[config.mk]
export PLATFORM = sky130hd
export DESIGN_NAME = keypad_four_function_calculator_top
export DESIGN_NICKNAME = d
export VERILOG_FILES = /design/src/kfc_pkg.sv /design/src/keypad_four_function_calculator_top.sv
export VERILOG_INCLUDE_DIRS = /design/src /design/src/src
export SDC_FILE = /design/constraint.sdc
export NUM_CORES = 1
export LEC_CHECK = 0
export BUFFER_PORTS_ARGS = -buffer_cell sky130_fd_sc_hd__clkbuf_2
export CAP_MARGIN = 20
export CORE_MARGIN = 2
export CORE_UTILIZATION = 38
export DETAILED_ROUTE_END_ITERATION = 6
export PLACE_DENSITY = 0.49
export SLEW_MARGIN = 30
export SYNTH_ARGS = -nofsm -noshare
export SYNTH_HDL_FRONTEND = slang
export SYNTH_SLANG_ARGS = --single-unit
[constraint.sdc]
create_clock -name clock -period 8.97 [get_ports clock]
set_input_delay 1.3455 -clock clock [delete_from_list [all_inputs] [get_ports clock]]
set_output_delay 1.3455 -clock clock [all_outputs]
set_load 0.005 [all_outputs]
[src/assert_macros.svh]
// Assertion macros for the RTL.
// KFC_ASSERT checks that a property holds; KFC_DENY checks that a condition never holds.
`ifndef ASSERT_MACROS_SVH
`define ASSERT_MACROS_SVH
`ifndef ASSERT_OFF
`define KFC_ASSERT(label, clk, rst, prop, msg) \
   label: assert property (@(posedge clk) disable iff (rst) prop) else $error(msg);
`define KFC_DENY(label, clk, rst, cond, msg) \
   label: assert property (@(posedge clk) disable iff (rst) !(cond)) else $error(msg);
`else
`define KFC_ASSERT(label, clk, rst, prop, msg)
`define KFC_DENY(label, clk, rst, cond, msg)
`endif
`endif

[src/kfc_pkg.sv]
package kfc_pkg;

   localparam int WORD_W = 32;

   // key kinds
   typedef enum logic [1:0] {
      KIND_DIGIT = 2'd0,
      KIND_OPER  = 2'd1,
      KIND_BACK  = 2'd2,
      KIND_CLEAR = 2'd3
   } key_kind_type;

   // operator codes; codes five to seven are stored but act as no-ops
   localparam logic [2:0] OP_ADD = 3'd0;
   localparam logic [2:0] OP_SUB = 3'd1;
   localparam logic [2:0] OP_MUL = 3'd2;
   localparam logic [2:0] OP_DIV = 3'd3;
   localparam logic [2:0] OP_EQ  = 3'd4;

   localparam logic [WORD_W-1:0] RADIX = 32'd10;

   // sequencer states
   typedef enum logic [1:0] {
      ST_IDLE  = 2'd0,
      ST_MUL   = 2'd1,
      ST_DIV   = 2'd2,
      ST_WRITE = 2'd3
   } state_type;

endpackage

[src/keypad_four_function_calculator_top.sv]
// Channel   Handshake              Payload
// req       req_valid / req_stall  req_type, req_key_digit, req_key_op
// rsp       rsp_valid / rsp_stall  rsp_display_value, rsp_divide_by_zero
//
// Digit, add, subtract, equal, clear, unused operator codes, divide by zero and backspace
// of a zero entry pass from idle to the write state, then back to idle once the output is free.
// Multiply, divide and backspace of a nonzero entry run 32 steps of the shared shift/add-subtract
// unit before the write state; one item at a time, since new input stalls until idle.
// Synchronous reset clears the sequencer, accumulator, entry and pending operation (add).
// A stalled result holds in the output register; a finished item waits in the write state until it is free.
`include "assert_macros.svh"

module keypad_four_function_calculator_top (
   input  logic        clock,
   input  logic        reset,
   input  logic        req_valid,
   output logic        req_stall,
   input  logic [1:0]  req_type,
   input  logic [3:0]  req_key_digit,
   input  logic [2:0]  req_key_op,
   output logic        rsp_valid,
   input  logic        rsp_stall,
   output logic signed [31:0] rsp_display_value,
   output logic        rsp_divide_by_zero
);
   import kfc_pkg::*;

   state_type         state_ff, state_in;
   logic [WORD_W-1:0] acc_ff, acc_in;
   logic [WORD_W-1:0] entry_ff, entry_in;
   logic [2:0]        pending_ff, pending_in;
   logic [WORD_W-1:0] work_a_ff, work_a_in;
   logic [WORD_W-1:0] work_b_ff, work_b_in;
   logic [WORD_W-1:0] work_q_ff, work_q_in;
   logic [4:0]        count_ff, count_in;
   logic              neg_ff, neg_in;
   logic              tgt_acc_ff, tgt_acc_in;
   logic [WORD_W-1:0] res_ff, res_in;
   logic              dz_ff, dz_in;
   logic              rsp_valid_ff, rsp_valid_in;
   logic [WORD_W-1:0] rsp_value_ff, rsp_value_in;
   logic              rsp_dz_ff, rsp_dz_in;

   logic [WORD_W-1:0] add_a, add_b;
   logic              add_inv;
   logic [WORD_W:0]   sum;
   logic              ge;
   logic [WORD_W-1:0] quot, quot_signed;
   logic              accept;
   logic              out_free;
   key_kind_type      kind;

   function automatic logic [WORD_W-1:0] magnitude(input logic [WORD_W-1:0] v);
      magnitude = v[WORD_W-1] ? (~v + 1'b1) : v;
   endfunction

   assign accept   = req_valid && !req_stall;
   assign out_free = !rsp_valid_ff || !rsp_stall;
   assign kind     = key_kind_type'(req_type);

   // shared adder: add/subtract in idle, shift-add in multiply, trial subtract in divide
   always_comb begin
      add_a   = acc_ff;
      add_b   = entry_ff;
      add_inv = (pending_ff == OP_SUB);
      case (state_ff)
         ST_MUL: begin
            add_a   = {work_a_ff[WORD_W-2:0], 1'b0};
            add_b   = work_q_ff[WORD_W-1] ? work_b_ff : '0;
            add_inv = 1'b0;
         end
         ST_DIV: begin
            add_a   = {work_a_ff[WORD_W-2:0], work_q_ff[WORD_W-1]};
            add_b   = work_b_ff;
            add_inv = 1'b1;
         end
         default: ;
      endcase
      sum = {1'b0, add_a} + {1'b0, add_b ^ {WORD_W{add_inv}}} + {{WORD_W{1'b0}}, add_inv};
   end

   assign ge          = sum[WORD_W];
   assign quot        = {work_q_ff[WORD_W-2:0], ge};
   assign quot_signed = neg_ff ? (~quot + 1'b1) : quot;

   // sequencer: next state and datapath loads
   always_comb begin
      state_in     = state_ff;
      acc_in       = acc_ff;
      entry_in     = entry_ff;
      pending_in   = pending_ff;
      work_a_in    = work_a_ff;
      work_b_in    = work_b_ff;
      work_q_in    = work_q_ff;
      count_in     = count_ff;
      neg_in       = neg_ff;
      tgt_acc_in   = tgt_acc_ff;
      res_in       = res_ff;
      dz_in        = dz_ff;
      rsp_valid_in = rsp_valid_ff && rsp_stall;
      rsp_value_in = rsp_value_ff;
      rsp_dz_in    = rsp_dz_ff;
      req_stall    = (state_ff != ST_IDLE);

      case (state_ff)
         ST_IDLE: begin
            if (accept) begin
               dz_in    = 1'b0;
               state_in = ST_WRITE;
               count_in = 5'd31;
               case (kind)
                  KIND_DIGIT: begin
                     entry_in = {entry_ff[WORD_W-4:0], 3'b000} + {entry_ff[WORD_W-2:0], 1'b0}
                                + {{(WORD_W-4){1'b0}}, req_key_digit};
                     res_in   = entry_in;
                  end
                  KIND_OPER: begin
                     pending_in = req_key_op;
                     entry_in   = '0;
                     res_in     = acc_ff;
                     case (pending_ff)
                        OP_ADD, OP_SUB: begin
                           acc_in = sum[WORD_W-1:0];
                           res_in = sum[WORD_W-1:0];
                        end
                        OP_MUL: begin
                           work_a_in = '0;
                           work_b_in = acc_ff;
                           work_q_in = entry_ff;
                           state_in  = ST_MUL;
                        end
                        OP_DIV: begin
                           if (entry_ff == '0) begin
                              dz_in = 1'b1;
                           end else begin
                              work_a_in  = '0;
                              work_b_in  = magnitude(entry_ff);
                              work_q_in  = magnitude(acc_ff);
                              neg_in     = acc_ff[WORD_W-1] ^ entry_ff[WORD_W-1];
                              tgt_acc_in = 1'b1;
                              state_in   = ST_DIV;
                           end
                        end
                        OP_EQ: begin
                           if (entry_ff != '0) begin
                              acc_in = entry_ff;
                              res_in = entry_ff;
                           end
                        end
                        default: ;
                     endcase
                  end
                  KIND_BACK: begin
                     res_in = entry_ff;
                     if (entry_ff != '0) begin
                        work_a_in  = '0;
                        work_b_in  = RADIX;
                        work_q_in  = magnitude(entry_ff);
                        neg_in     = entry_ff[WORD_W-1];
                        tgt_acc_in = 1'b0;
                        state_in   = ST_DIV;
                     end
                  end
                  KIND_CLEAR: begin
                     acc_in   = '0;
                     entry_in = '0;
                     res_in   = '0;
                  end
                  default: ;
               endcase
            end
         end
         ST_MUL: begin
            // shift-add over multiplier bits, most significant first
            work_a_in = sum[WORD_W-1:0];
            work_q_in = {work_q_ff[WORD_W-2:0], 1'b0};
            count_in  = count_ff - 5'd1;
            if (count_ff == 5'd0) begin
               acc_in   = sum[WORD_W-1:0];
               res_in   = sum[WORD_W-1:0];
               state_in = ST_WRITE;
            end
         end
         ST_DIV: begin
            // restoring division, one quotient bit per step
            work_a_in = ge ? sum[WORD_W-1:0] : add_a;
            work_q_in = quot;
            count_in  = count_ff - 5'd1;
            if (count_ff == 5'd0) begin
               res_in = quot_signed;
               if (tgt_acc_ff) begin
                  acc_in = quot_signed;
               end else begin
                  entry_in = quot_signed;
               end
               state_in = ST_WRITE;
            end
         end
         ST_WRITE: begin
            // release the result once the output register is free
            if (out_free) begin
               rsp_valid_in = 1'b1;
               rsp_value_in = res_ff;
               rsp_dz_in    = dz_ff;
               state_in     = ST_IDLE;
            end
         end
         default: state_in = ST_IDLE;
      endcase
   end

   // state register
   always_ff @(posedge clock) begin
      if (reset) begin
         state_ff <= ST_IDLE;
      end else begin
         state_ff <= state_in;
      end
   end

   // architectural and output control registers
   always_ff @(posedge clock) begin
      if (reset) begin
         acc_ff       <= '0;
         entry_ff     <= '0;
         pending_ff   <= OP_ADD;
         rsp_valid_ff <= 1'b0;
      end else begin
         acc_ff       <= acc_in;
         entry_ff     <= entry_in;
         pending_ff   <= pending_in;
         rsp_valid_ff <= rsp_valid_in;
      end
   end

   // work and payload registers
   always_ff @(posedge clock) begin
      work_a_ff    <= work_a_in;
      work_b_ff    <= work_b_in;
      work_q_ff    <= work_q_in;
      count_ff     <= count_in;
      neg_ff       <= neg_in;
      tgt_acc_ff   <= tgt_acc_in;
      res_ff       <= res_in;
      dz_ff        <= dz_in;
      rsp_value_ff <= rsp_value_in;
      rsp_dz_ff    <= rsp_dz_in;
   end

   assign rsp_valid          = rsp_valid_ff;
   assign rsp_display_value  = rsp_value_ff;
   assign rsp_divide_by_zero = rsp_dz_ff;

   `KFC_ASSERT(a_busy_after_transfer, clock, reset, accept |=> req_stall,
               "input taken while busy")
   `KFC_ASSERT(a_iter_continues, clock, reset,
               (state_ff == ST_MUL && count_ff != 5'd0) |=> (state_ff == ST_MUL),
               "multiply left early")
   `KFC_ASSERT(a_rsp_from_write, clock, reset,
               $rose(rsp_valid_ff) |-> ($past(state_ff) == ST_WRITE),
               "result raised outside write")
   `KFC_DENY(a_div_nonzero, clock, reset, (state_ff == ST_DIV && work_b_ff == '0),
             "divide with zero divisor")

endmodule

==> metrics.txt <==
# clock sinks=238; Clock Power Share=12.2%; number of global-route vias before repair=approximately 17000; EDFF count, synth=168; pin count of the biggest net entering global routing=69; gr usage total=32.86%; Hold Vio Cnt, Final=0; Nets=2338; crit end category=flip-flop; antenna viol nets, final=0; FF-to-FF setup slack=1.81 ns; Syn Area/Cell=roughly 8.4 µm²; PortBufs=47; TritonCTS Buffers=29; synth warn=0; WS Path Type=reg -> reg; cts hold-fix bufs=0; Max Fanout on Critical Path=14; Worst-Skew Late Latency=0.59 ns; top_reg_cell synth=edfxtp_1; endpoints failing setup=0; Cell variety after synth=between 80 and 90; Worst EP required=9.42 ns; post-route design area=20970 µm²; Logic pwr share=65.9%; Die H=227.5 µm; remaining global-route overflow=0; post-CTS sizing=0; Mapped Nets=2376; Post-Synthesis Cells=between 2000 and 2500; cell accounting for the most synthesized area=edfxtp_1; Initial Utilization=38.61%; Max-Slew Margin vs Limit=27.80%; CP Launch Type=flip-flop; htree depth=1; Leak=~7.6 nW; Synth Cell Area=18980 µm²; Total Power=roughly 10 mW; post-layout minimum cycle time=7.157 ns; switching share of power=55.02%; WHS Path Cells=0; Synth area leaders=edfxtp_1 (27%), dfxtp_1 (7.4%), ha_1 (6.9%); vias per cell=6.490; WL per Instance=29.45 µm; first-pass GRT wire length=~120000 µm; # DRC=0; top-count cell post-synth=nor2_1; Slew Limit Fails=0; Initial DRT Pass Iterations=6; # IOs=48; FF/Latch Area=6446 µm²; Clock Path Buffers=3; P per Cell Area=479.3 nW/µm²; Hold Crit Class=reg -> reg; clock root buffer=clkbuf_16; initial antenna violation count=2; Post-CTS Setup Inserts=0; Site Rows=81; CTS tree=yes; area of the multi-input gates=11690 µm²; R2R cell count=22; Worst VDD drop=~0.17 mV; CORE AREA=49150 µm²; final worst path period share=between 70% and 80%; Clock transition at path regs=about 0.07 ns; Int Pwr=roughly 4.5 mW; sequential area share after synthesis=about 34%; most common library cells after synthesis=nor2_1 (225), nand2_1 (208), o21ai_0 (170); final core occ=a little over two fifths; Worst-Margin Slew=1.082 ns; layout cell share with drive strength beyond 1=just under 9%; Seq cells post-synth=approximately 240; dpl cell area=between 15000 and 20000 µm²; Initial DRC Count=2393; achievable frequency=about 140 MHz; Die X=227.5 µm; max cap viols=0; Fill cells=4866; routed via count=18852; Post-Route Skew=0.01418 ns; Area Growth Syn to Fin=10.49%; Sequential Power Share=21.9%; dpl cells=2849; gpl congestion=just over 0.9; ys async rst share=0%; top-area cell type share of the netlist area=about a quarter; Arr. time, crit path=7.61 ns; DP Wirelength=about 64000 µm; result of the run=complete, no violations; final WL=85550 µm; Final TNS setup=0 ns; final cell count without fillers=between 2000 and 3000; DIE AREA=a little over 50000 µm²; unrepaired setup endpoints after global routing=false; NetSw=5.530 mW
## layout make-up
class	count	area share (%)
Sequential cell	238	30.74
Antenna cell	2	0.02387
Timing Repair Buffer	106	3.461
Multi-Input combinational cell	1756	55.73
Clock inverter	17	0.9548
Tap cell	664	3.962
Inverter	86	1.540
Clock buffer	36	3.586
## cells in the final DEF, fill, tap and decap left out, types with 38 or more instances in the layout
master    count
nor2_1      222
nand2_1     207
o21ai_0     170
edfxtp_1    168
a21oi_1     152
ha_1        102
xnor2_1      97
inv_1        83
a211oi_1     83
xor2_1       74
dfxtp_1      70
buf_4        56
a22oi_1      52
nor3_1       50
clkbuf_2     47
o31ai_1      38
## power by group through the flow
stage	logic, mW	registers [mW]	clock network [mW]
after floorplan	4.28	1.95	0
after detailed placement	6.33	2.19	0
after global routing	7.05	2.23	1.28
after global placement	6.31	2.20	0
after CTS	6.38	2.17	1.24
final	6.62	2.20	1.23
## critical path, stage by stage (launching register included)
cell and delay, ns:
dfxtp_1 0.37, inv_1 0.18, ha_1 0.61, inv_1 0.36, a21oi_2 0.77, buf_4 0.36
a22oi_1 0.15, fa_1 0.53, nand2b_1 0.19, a21oi_1 0.41, o211ai_1 0.28, a21oi_2 0.58
or2_1 0.20, inv_1 0.06, ha_1 0.22, nand3_1 0.29, nand3b_1 0.31, o21ai_0 0.16
xor2_1 0.34, nor2_1 0.13, nor4_1 0.26, mux2i_1 0.11, nor4b_1 0.15
## path summary, 6_finish.rpt
kind                                   from                   end
worst min register to register    res_ff[1]  rsp_display_value[1]
worst max-delay path            state_ff[1]          entry_ff[24]
worst min-delay path              res_ff[1]  rsp_display_value[1]
worst max register to register  state_ff[1]          entry_ff[24]
## flip-flops by register name, indices dropped and copies added, names as in the netlist
signal / flops
acc_ff: 32
count_ff: 5
dz_ff: 1
entry_ff: 32
neg_ff: 1
pending_ff: 3
res_ff: 32
rsp_display_value: 32
rsp_divide_by_zero: 1
rsp_valid: 1
state_ff: 2
tgt_acc_ff: 1
work_a_ff: 31
work_b_ff: 32
work_q_ff: 32
## cells by family after synthesis
| group | synth area share [%] |
|---|---|
| AO/OA/AOI/OAI | 29.18 |
| AND/OR/NAND/NOR | 15.51 |
| buffers and inverters | 5.248 |
| flip-flops | 33.97 |
| XOR/XNOR | 7.892 |
| adder cells (fa/ha/maj) | 7.239 |
| multiplexers | 0.9626 |
## metrics by stage
step | worst slack [ns] | hold slack [ns]
finish | 1.813 | 0.4133
global route | 1.504 | 0.4236
CTS | 1.609 | 0.4167
detailed placement | 1.683 | 0.4045
global placement | 1.620 | 0.4008
floorplan | 1.303 | 0.4003
## layer usage
metal	part of all wire, %	global-route usage (%)	up-vias
met3	11	6.027	151
met2	41	47.51	1204
li1	-	-	8412
met4	2.7	8.750	0
met1	45	49.62	9085
met5	0	0	-
No activity file was read; power rests on OpenSTA's default activity.
